## config.mk

```make
export PLATFORM = sky130hd
export DESIGN_NAME = route_property_concatenation
export DESIGN_NICKNAME = d
export VERILOG_FILES = /design/src/sv/rpc_pkg.sv /design/src/sv/rpc_cfg.sv /design/src/sv/route_property_concatenation.sv
export VERILOG_INCLUDE_DIRS = /design/src /design/src/sv
export SDC_FILE = /design/constraint.sdc
export NUM_CORES = 2
export LEC_CHECK = 0
export ABC_AREA = 1
export BUFFER_PORTS_ARGS = -buffer_cell sky130_fd_sc_hd__buf_2
export CAP_MARGIN = 40
export CORE_UTILIZATION = 49
export CTS_CLUSTER_SIZE = 25
export DETAILED_ROUTE_END_ITERATION = 10
export HOLD_SLACK_MARGIN = 0.05
export MAX_ROUTING_LAYER = met4
export PLACE_DENSITY = 0.66
export SLEW_MARGIN = 25
export SYNTH_ARGS = -nofsm -noshare
export SYNTH_HDL_FRONTEND = slang
export SYNTH_SLANG_ARGS = --single-unit
```

## constraint.sdc

```tcl
create_clock -name clk -period 21.2 [get_ports clk]
set_input_delay 2.12 -clock clk [delete_from_list [all_inputs] [get_ports clk]]
set_output_delay 2.12 -clock clk [all_outputs]
set_load 0.02 [all_outputs]
```

## src/sv/route_property_concatenation_macros.svh

```systemverilog
// ---------------------------------------------------------------------------
// route property concatenation assertion macros
// concurrent checks that vanish when synthesising
// ---------------------------------------------------------------------------
`ifndef ROUTE_PROPERTY_CONCATENATION_MACROS_SVH
`define ROUTE_PROPERTY_CONCATENATION_MACROS_SVH

`ifndef SYNTHESIS
// same-cycle implication, disabled in reset
`define RPC_ASSERT_IMP(lbl, clk, rstn, ante, cons) \
  lbl: assert property (@(posedge clk) disable iff (!rstn) (ante) |-> (cons)) \
    else $error("rpc assertion failed");
// next-cycle implication, disabled in reset
`define RPC_ASSERT_NXT(lbl, clk, rstn, ante, cons) \
  lbl: assert property (@(posedge clk) disable iff (!rstn) (ante) |=> (cons)) \
    else $error("rpc assertion failed");
`else
`define RPC_ASSERT_IMP(lbl, clk, rstn, ante, cons)
`define RPC_ASSERT_NXT(lbl, clk, rstn, ante, cons)
`endif

`endif

```

## src/sv/rpc_pkg.sv

```systemverilog
// ---------------------------------------------------------------------------
// rpc_pkg
// shared types and constants for route property concatenation
// ---------------------------------------------------------------------------
package rpc_pkg;

  localparam int ACC_WIDTH_DEF = 32;
  localparam int CFG_ADDR_W    = 3;
  localparam int CFG_DATA_W    = 32;
  localparam logic [23:0] MAX_RANGE_RST = 24'hFFFFFF;

  // register index, taken from paddr word bit
  typedef enum logic {
    REG_MAX_RANGE = 1'b0,
    REG_PREPEND   = 1'b1
  } reg_idx_t;

  typedef struct packed {
    logic [23:0] max_range;
    logic        prepend_mode;
  } cfg_t;

  typedef struct packed {
    logic        restart;
    logic [15:0] node_early;
    logic [15:0] node_late;
    logic        node_is_charger;
    logic [15:0] travel_time;
    logic [23:0] travel_dist;
  } in_item_t;

  typedef struct packed {
    logic signed [31:0] duration;
    logic signed [31:0] tw_violation;
    logic signed [31:0] earliest_start;
    logic signed [31:0] latest_start;
    logic signed [31:0] waiting_time;
    logic               has_charger;
    logic signed [31:0] dist_before_charger;
    logic signed [31:0] dist_after_charger;
    logic signed [31:0] energy_excess;
  } out_item_t;

endpackage

```

## src/sv/rpc_cfg.sv

```systemverilog
// ---------------------------------------------------------------------------
// rpc_cfg
// apb register file: vehicle range and concatenation direction
// ---------------------------------------------------------------------------
module rpc_cfg (
  input  logic                           clk,
  input  logic                           rst_n,
  input  logic                           psel,
  input  logic                           penable,
  input  logic                           pwrite,
  input  logic [rpc_pkg::CFG_ADDR_W-1:0] paddr,
  input  logic [rpc_pkg::CFG_DATA_W-1:0] pwdata,
  output logic [rpc_pkg::CFG_DATA_W-1:0] prdata,
  output logic                           pready,
  output rpc_pkg::cfg_t                  cfg
);
  import rpc_pkg::*;

  cfg_t     cfg_r, cfg_nxt;
  reg_idx_t idx;
  logic     wr_en;

  assign idx   = reg_idx_t'(paddr[2]);
  assign pready = 1'b1;
  assign wr_en = psel & penable & pwrite & pready;

  always_comb begin
    cfg_nxt = cfg_r;
    if (wr_en) begin
      case (idx)
        REG_MAX_RANGE: cfg_nxt.max_range    = pwdata[23:0];
        REG_PREPEND:   cfg_nxt.prepend_mode = pwdata[0];
        default:       cfg_nxt = cfg_r;
      endcase
    end
  end

  always_comb begin
    case (idx)
      REG_MAX_RANGE: prdata = {8'd0, cfg_r.max_range};
      REG_PREPEND:   prdata = {31'd0, cfg_r.prepend_mode};
      default:       prdata = '0;
    endcase
  end

  always_ff @(posedge clk) begin
    if (!rst_n) begin
      cfg_r.max_range    <= MAX_RANGE_RST;
      cfg_r.prepend_mode <= 1'b0;
    end else begin
      cfg_r <= cfg_nxt;
    end
  end

  assign cfg = cfg_r;

endmodule

```

## src/sv/route_property_concatenation.sv

```systemverilog
// ---------------------------------------------------------------------------
// route_property_concatenation
// folds a stream of route stops into a time-window and range sequence property
// ---------------------------------------------------------------------------
// Takes one stop per clock while in_stall is low and returns one result
// word per stop: the sequence property after that stop has been appended
// (prepend_mode 0) or prepended (prepend_mode 1), or the stop's own
// property on a restart word. Sustained rate is one stop per cycle while
// out_stall is low. A stop accepted into the input register is joined and
// written to the result register, or to the skid register while the result
// register is held, and out_valid is registered. The one-per-cycle rate is
// set by the accumulator feedback: the join of the held property with the
// incoming stop is a few adds, a signed max, a signed min and clamps at
// zero, all combinational between the input register and the accumulator.
// A two-entry output stage (result register plus skid register) keeps
// input flowing while a result waits on out_stall; in_stall rises only
// while a stop is held and both output entries are full. Accumulators are
// ACC_WIDTH bit two's complement and wrap; outputs show the low 32 bits,
// sign-extended where ACC_WIDTH is narrower. Registers: max_range at byte
// address 0, prepend_mode at 4; write them only while the block is idle.
module route_property_concatenation #(
  parameter int ACC_WIDTH = rpc_pkg::ACC_WIDTH_DEF
) (
  input  logic                           clk,
  input  logic                           rst_n,
  // stop input
  input  logic                           in_valid,
  output logic                           in_stall,
  input  rpc_pkg::in_item_t              in_data,
  // result output
  output logic                           out_valid,
  input  logic                           out_stall,
  output rpc_pkg::out_item_t             out_data,
  // configuration
  input  logic                           psel,
  input  logic                           penable,
  input  logic                           pwrite,
  input  logic [rpc_pkg::CFG_ADDR_W-1:0] paddr,
  input  logic [rpc_pkg::CFG_DATA_W-1:0] pwdata,
  output logic [rpc_pkg::CFG_DATA_W-1:0] prdata,
  output logic                           pready
);
  import rpc_pkg::*;
  `include "route_property_concatenation_macros.svh"

  localparam int AW = ACC_WIDTH;

  // sequence property at accumulator width
  typedef struct packed {
    logic signed [AW-1:0] dur;
    logic signed [AW-1:0] tw;
    logic signed [AW-1:0] e;
    logic signed [AW-1:0] l;
    logic signed [AW-1:0] wt;
    logic signed [AW-1:0] yp;
    logic signed [AW-1:0] yr;
    logic signed [AW-1:0] ey;
    logic                 f;
  } prop_t;

  // unsigned field into the accumulator width (wraps when narrower)
  function automatic logic signed [AW-1:0] to_acc(input logic [23:0] v);
    logic [63:0] w;
    w = 64'(v);
    return w[AW-1:0];
  endfunction

  // low 32 bits of the sign-extended accumulator
  function automatic logic signed [31:0] to_out(input logic signed [AW-1:0] v);
    logic signed [63:0] w;
    w = 64'(v);
    return w[31:0];
  endfunction

  function automatic logic signed [AW-1:0] max0(input logic signed [AW-1:0] v);
    return v[AW-1] ? '0 : v;
  endfunction

  // ---- configuration ------------------------------------------------------
  cfg_t cfg;

  rpc_cfg u_cfg (
    .clk     (clk),
    .rst_n   (rst_n),
    .psel    (psel),
    .penable (penable),
    .pwrite  (pwrite),
    .paddr   (paddr),
    .pwdata  (pwdata),
    .prdata  (prdata),
    .pready  (pready),
    .cfg     (cfg)
  );

  // ---- pipeline control ---------------------------------------------------
  in_item_t  s1_r;                 // input register
  logic      s1_v_r;
  prop_t     acc_r, acc_nxt;       // running sequence property
  out_item_t out_r, skid_r, res;
  logic      out_v_r, skid_v_r;
  logic      in_acc, adv, pop;

  // a stop moves into the accumulator whenever the skid slot is free
  assign adv      = s1_v_r & ~skid_v_r;
  assign in_stall = s1_v_r & skid_v_r;
  assign in_acc   = in_valid & ~in_stall;
  assign pop      = out_v_r & ~out_stall;

  // ---- join ---------------------------------------------------------------
  prop_t                node, pa, pb, jn;
  logic signed [AW-1:0] tt, dd, rng;
  logic signed [AW-1:0] delta, dwt, dtw, dy;
  logic signed [AW-1:0] be_d, bl_d, e_mx, l_mn;

  always_comb begin
    node    = '0;
    node.e  = to_acc({8'd0, s1_r.node_early});
    node.l  = to_acc({8'd0, s1_r.node_late});
    node.f  = s1_r.node_is_charger;
    tt      = to_acc({8'd0, s1_r.travel_time});
    dd      = to_acc(s1_r.travel_dist);
    rng     = to_acc(cfg.max_range);

    // prepend puts the stop in front of the held sequence
    pa = cfg.prepend_mode ? node  : acc_r;
    pb = cfg.prepend_mode ? acc_r : node;

    // time windows: shift of b relative to a's start, then wait or lateness
    delta = pa.dur - pa.tw + tt;
    be_d  = pb.e - delta;
    bl_d  = pb.l - delta;
    dwt   = max0(be_d - pa.l);
    dtw   = max0(pa.e + delta - pb.l);
    e_mx  = (be_d < pa.e) ? pa.e : be_d;
    l_mn  = (bl_d < pa.l) ? bl_d : pa.l;

    jn.dur = pa.dur + pb.dur + tt + dwt;
    jn.tw  = pa.tw + pb.tw + dtw;
    jn.e   = e_mx - dwt;
    jn.l   = l_mn + dtw;
    jn.wt  = pa.wt + pb.wt + dwt;

    // range: the stretch between a's last and b's first charger
    dy     = max0(pa.yr + dd + pb.yp - rng);
    jn.f   = pa.f | pb.f;
    jn.yp  = pa.f ? pa.yp : (pa.yp + dd + pb.yp - dy);
    jn.yr  = pb.f ? pb.yr : (pa.yr + dd + pb.yr - dy);
    jn.ey  = pa.ey + pb.ey + dy;

    acc_nxt = s1_r.restart ? node : jn;
  end

  always_comb begin
    res.duration            = to_out(acc_nxt.dur);
    res.tw_violation        = to_out(acc_nxt.tw);
    res.earliest_start      = to_out(acc_nxt.e);
    res.latest_start        = to_out(acc_nxt.l);
    res.waiting_time        = to_out(acc_nxt.wt);
    res.has_charger         = acc_nxt.f;
    res.dist_before_charger = to_out(acc_nxt.yp);
    res.dist_after_charger  = to_out(acc_nxt.yr);
    res.energy_excess       = to_out(acc_nxt.ey);
  end

  // ---- registers ----------------------------------------------------------
  // payload registers, no reset
  always_ff @(posedge clk) begin
    if (in_acc) begin
      s1_r <= in_data;
    end
    if (pop) begin
      if (skid_v_r) begin
        out_r <= skid_r;
      end else if (adv) begin
        out_r <= res;
      end
    end else if (adv) begin
      if (out_v_r) begin
        skid_r <= res;
      end else begin
        out_r <= res;
      end
    end
  end

  // control state and accumulator
  always_ff @(posedge clk) begin
    if (!rst_n) begin
      s1_v_r   <= 1'b0;
      out_v_r  <= 1'b0;
      skid_v_r <= 1'b0;
      acc_r    <= '0;
    end else begin
      if (in_acc) begin
        s1_v_r <= 1'b1;
      end else if (adv) begin
        s1_v_r <= 1'b0;
      end
      if (adv) begin
        acc_r <= acc_nxt;
      end
      if (pop) begin
        if (skid_v_r) begin
          skid_v_r <= 1'b0;
        end else begin
          out_v_r <= adv;
        end
      end else if (adv) begin
        if (out_v_r) begin
          skid_v_r <= 1'b1;
        end else begin
          out_v_r <= 1'b1;
        end
      end
    end
  end

  assign out_valid = out_v_r;
  assign out_data  = out_r;

  // ---- checks -------------------------------------------------------------
  `RPC_ASSERT_IMP(a_skid_behind_out, clk, rst_n, skid_v_r, out_v_r)
  `RPC_ASSERT_NXT(a_restart_clears, clk, rst_n, adv && s1_r.restart, acc_r.dur == '0 && acc_r.tw == '0 && acc_r.ey == '0)
  `RPC_ASSERT_NXT(a_charger_sticks, clk, rst_n, adv && !s1_r.restart && acc_r.f, acc_r.f)
  `RPC_ASSERT_NXT(a_skid_refills_out, clk, rst_n, pop && skid_v_r, out_v_r && !skid_v_r)

endmodule

```

# == Word level (Yosys, flattened, before mapping) ==
# Index checks and enable logic that the tools add are counted.
# classes
n_reduce_logical,10
magnitude_cmp,2
mux,21
eq_ne,2
add_sub_neg,26
n_bitwise,13
# op_table
cell,n
257-bit 2-to-1 mux,8
32-bit adder,13
32-bit subtractor,8
32-bit 2-to-1 mux,4
31-bit 2-to-1 mux,3
32-bit by 17-bit adder with 32-bit output,2
32-bit by 25-bit adder with 32-bit output,2
32-bit less-than comparator,2
32-bit one-hot mux with 2 select lines,1
32-bit by 25-bit subtractor with 32-bit output,1
2-bit AND reduction,4
1-bit bitwise AND,6
1-bit inverter,6
3-bit AND reduction,2
2-bit nonzero test,3
1-bit 2-to-1 mux,5
2-bit by 1-bit != test with 1-bit output (second input constant),1
2-bit != test (second input constant),1
2-bit OR reduction,1
1-bit bitwise OR,1
# word_totals
word_cells,112
inputBits,116
ff_bits,873
out_inout_bits,292

# == Logic depth before layout (Yosys ltp) ==
# depth
ltp_word,11
ltp_mapped,73
depth_no_buf,67

# == By module ==
# Synthesis repeated with hierarchy kept, for this count alone.
# hier_totals
hier_cells,8708
area_unflattened_um2,67667.4
# modules_own_cells
mod,cells_each,seq_area_each_um2,instances,area_per_inst_um2
route_property_concatenation,8529,22861.9,1,66357.4
rpc_cfg,179,500.5,1,1310.0

# == Worst setup path before layout ==
# Ideal clock, no wire load.
# synth_timing
kind,input-to-reg
start,input port out_stall
end,"register out_r, in the netlist out_data[0], enable pin"
setup_ns,0.961
path_buffers,3
stages,6
arrival_ns,15.075
required_ns,20.239
slack_ns,5.164
path_cell_list,nor2_1 -> nand2_1 -> clkbuf_1 -> clkbuf_1 -> clkbuf_1 -> a21oi_1
# synth_via
elab_chain_len,4
word_cells_on_any_way,5
cone_classes,eq/ne (1); bitwise (2); reduce/logical (2)
# synth_rtl
item,line,source
start: declaration,route_property_concatenation.sv:32,"input logic out_stall,"
1-bit inverter *,route_property_concatenation.sv:107,assign pop = out_v_r & ~out_stall;
1-bit bitwise AND *,route_property_concatenation.sv:107,
2-bit by 1-bit != test with 1-bit output (no source line) or 2-bit nonzero test (tied branches),n/a,
3-bit AND reduction (no source line) *,n/a,
end signal: assignment,route_property_concatenation.sv:173,out_r <= skid_r;
end signal: assignment,route_property_concatenation.sv:175,out_r <= res;
end signal: assignment,route_property_concatenation.sv:181,out_r <= res;
end: declaration,route_property_concatenation.sv:99,"out_item_t out_r, skid_r, res;"
# Every way passes the cells marked *; elsewhere a longest branch is shown, timed or not.
# A chain may end at the register's enable or synchronous reset.

# == Worst setup path after layout ==
# layout_timing
start,"register u_cfg.cfg_r, in the netlist u_cfg.cfg[0]"
end,"register out_r, in the netlist out_data[256] (data pin)"
# layout_via
elab_chain_len,11
word_cells_on_any_way,16
cone_classes,add/sub (7); mux (9)
# layout_rtl
item,line,source
start: declaration,rpc_cfg.sv:19,"cfg_t cfg_r, cfg_nxt;"
start signal: assignment,rpc_cfg.sv:51,cfg_r <= cfg_nxt;
257-bit 2-to-1 mux,route_property_concatenation.sv:125,pa = cfg.prepend_mode ? node : acc_r;
32-bit subtractor,route_property_concatenation.sv:129,delta = pa.dur - pa.tw + tt;
32-bit by 17-bit adder with 32-bit output,route_property_concatenation.sv:129,
32-bit subtractor,route_property_concatenation.sv:130,be_d = pb.e - delta;
32-bit subtractor,route_property_concatenation.sv:132,dwt = max0(be_d - pa.l);
31-bit 2-to-1 mux,route_property_concatenation.sv:76,return v[AW-1] ? '0 : v;
32-bit adder *,route_property_concatenation.sv:137,jn.dur = pa.dur + pb.dur + tt + dwt;
257-bit 2-to-1 mux *,route_property_concatenation.sv:150,acc_nxt = s1_r.restart ? node : jn;
257-bit 2-to-1 mux (on tied branches),"route_property_concatenation.sv:178, route_property_concatenation.sv:174",
257-bit 2-to-1 mux (on tied branches),"route_property_concatenation.sv:177, route_property_concatenation.sv:172",
257-bit 2-to-1 mux *,route_property_concatenation.sv:171,if (pop) begin
# Every way passes the cells marked *; elsewhere a longest branch is shown, timed or not. The select of a mux whose other input is x is not followed.

==> impl_metrics.env <==
export IMPL_arrival_ns=13.78
export IMPL_grt_max_degree=216
export IMPL_cts_resized_gates=0
export IMPL_gr_total_overflow=0
export IMPL_grt_first_pass_wirelength_um=307500
export IMPL_cts_buffers=98
export IMPL_pre_cts_ws_ns=7.911
export IMPL_cpMostUsedCell="nand2_1"
export IMPL_max_stage_delay_ns=0.68
export IMPL_critPathMaxFanout=43
export IMPL_synthCells=8581
export IMPL_ys_top_cells_by_area="edfxtp_1 26%, ha_1 11%, nand2_1 9.1%, fa_1 8.7%, dfxtp_1 8.5%"
export IMPL_clk_pin_slew_worst_paths_ns=0.07
export IMPL_ant_nets=0
export IMPL_fin_nets=9838
export IMPL_slew_viol_final=0
export IMPL_h_tree_depth=3
export IMPL_setup_viol=0
export IMPL_initial_core_util=0.4947
export IMPL_fillers=12770
export IMPL_die_area_mm2=0.1386
export IMPL_drive_above_1_share=0.08439
export IMPL_fmax_mhz=75.11
export IMPL_cts_hold_buf=0
export IMPL_cp_required_ns=21.66
export IMPL_multi_input_area_mm2=0.03713
export IMPL_core_area_mm2=0.1358
export IMPL_post_drt_wl_per_cell_um=18.61
export IMPL_ys_flop_type="edfxtp_1"
export IMPL_antenna_found_initial=12
export IMPL_synthArstFlopShare=0
export IMPL_track_usage=0.2963
export IMPL_end_kind="register"
export IMPL_outcome="finished clean"
export IMPL_synth_largest_area_cell="edfxtp_1"
export IMPL_min_period_ns=13.31
export IMPL_die_x_um=372.3
export IMPL_tightest_slew_ns=0.9924
export IMPL_cap_violations=0
export IMPL_vias=57040
export IMPL_yosys_cell_types_count=67
export IMPL_syn_area_mm2=0.06719
export IMPL_portBuffers=388
export IMPL_cts_sinks=873
export IMPL_avgSynthCellArea_um2=7.830
export IMPL_holdWs_ns=0.5031
export IMPL_critical_path_class="reg2reg"
export IMPL_routed_via_density=5.314
export IMPL_postLayoutCoreUtil=0.5490
export IMPL_top_level_ports=408
export IMPL_ys_ff_latch=873
export IMPL_synth_edf_count=588
export IMPL_seqCellArea_mm2=0.02337
export IMPL_skew_ns=0.03740
export IMPL_yosysWarnings=0
export IMPL_slew_headroom=0.3314
export IMPL_grt_pass1_vias=54620
export IMPL_clk_path_buf_depth=3
export IMPL_fin_ws_ns=7.886
export IMPL_hold_viol_final=0
export IMPL_wl_um=199800
export IMPL_final_common_cell="nand2_1"
export IMPL_place_congestion=0.9741
export IMPL_clk_latency_ns=0.75
export IMPL_rsz0062_at_grt="no"
export IMPL_hp_class="reg2reg"
export IMPL_setup_tns_final_ns=0
export IMPL_cts_tree="done"
export IMPL_post_cts_buffers=0
export IMPL_drtIter0Drc=4165
export IMPL_slowest_stage="o21ai_0"
export IMPL_ys_seq_area_frac=0.3477
export IMPL_die_y_um=372.3
export IMPL_timing_final_crit_share=0.6280
export IMPL_crit_path_start_kind="register"
export IMPL_rows=135
export IMPL_drt_pass1_iterations=6
export IMPL_drc=0
export IMPL_areaGrowthSynthToFinish_pct=10.97
export IMPL_dp_hpwl_um=155600
export IMPL_netlist_area_leader_share=0.2628
export IMPL_root_buffer="clkbuf_16"
export IMPL_final_cell_mix="1624 x nand2_1, 1489 x inv_1, 947 x a21oi_1"
## worst paths after layout
check	start	end	slack, ns	cells after the start
max	u_cfg.cfg[0]$_SDFFE_PN0P_	out_data[256]$_DFFE_PP_	7.89	61
min	acc_r[99]$_SDFFE_PN0P_	acc_r[99]$_SDFFE_PN0P_	0.50	2
max reg2reg	u_cfg.cfg[0]$_SDFFE_PN0P_	out_data[256]$_DFFE_PP_	7.89	61
min reg2reg	acc_r[99]$_SDFFE_PN0P_	acc_r[99]$_SDFFE_PN0P_	0.50	2
## sequential cells by signal (all words and copies together) (netlist names)
| signal | flops |
|---|---|
| acc_r | 257 |
| u_cfg.cfg | 25 |
| dd | 24 |
| node | 33 |
| skid_r | 257 |
| skid_v_r | 1 |
| s1_r | 17 |
| s1_v_r | 1 |
| out_data | 257 |
| out_valid | 1 |
## through the flow
step | std cells | cell area (µm²)
after floorplan | 8588 | 67210
after global placement | 10520 | 70750
after detailed placement | 10540 | 71010
after CTS | 10720 | 74460
after global routing | 10730 | 74550
final | 10730 | 74560
## critical path: cells and delay by family (launching register included)
kind | cells | cell delay, ns
flip-flops | 1 | 0.58
AND/OR/NAND/NOR | 22 | 2.65
buffers and inverters | 9 | 1.46
XOR/XNOR | 3 | 0.99
AO/OA/AOI/OAI | 20 | 4.51
adder cells (fa/ha/maj) | 7 | 2.79
## area by class of cell
type / instances / area share
clock inverter: 66 / 0.01119
timing repair buffer: 460 / 0.03647
multi-input combinational: 5927 / 0.4980
inverter: 1501 / 0.07580
clock buffer: 120 / 0.03509
tap: 1781 / 0.02989
antenna: 6 / 0.0002014
sequential: 873 / 0.3134
## cell families after synthesis
kind of cell,synth area share
flip-flops,0.3477
buffers and inverters,0.1010
AND/OR/NAND/NOR,0.1777
AO/OA/AOI/OAI,0.1470
adder cells (fa/ha/maj),0.1929
XOR/XNOR,0.03024
other,0.0001118
multiplexers,0.003427
## routing by layer
layer  vias to the layer above  GRT usage  share of wire
li1                      28420          -              -
met1                     26830     0.3806           0.44
met5                         -          -              0
met4                         0    0.08650          0.032
met2                      1526     0.4914           0.48
met3                       262    0.03352          0.054
## synth_stat cells, types with 9 or more instances
| cell type | instances |
|---|---|
| nor3_1 | 81 |
| xnor2_1 | 85 |
| dfxtp_1 | 285 |
| o21ai_1 | 46 |
| nand4_1 | 27 |
| edfxtp_1 | 588 |
| nand3b_1 | 18 |
| clkbuf_1 | 235 |
| o21bai_1 | 32 |
| o21a_1 | 23 |
| mux2i_1 | 23 |
| inv_1 | 1491 |
| buf_4 | 11 |
| a21boi_0 | 37 |
| a21oi_1 | 949 |
| a31oi_1 | 22 |
| a21o_1 | 12 |
| a211oi_1 | 16 |
| nand3_1 | 217 |
| xor2_1 | 137 |
| nor2_1 | 833 |
| o31ai_1 | 10 |
| or2_2 | 53 |
| fa_1 | 291 |
| and2_1 | 9 |
| nand2_2 | 36 |
| nor3b_1 | 14 |
| buf_1 | 30 |
| ha_1 | 570 |
| o21ai_0 | 671 |
| o211ai_1 | 14 |
| nand2_1 | 1626 |
Power is not shown: default switching activity piles up to over one toggle a cycle in this logic, so the estimate is an artifact.
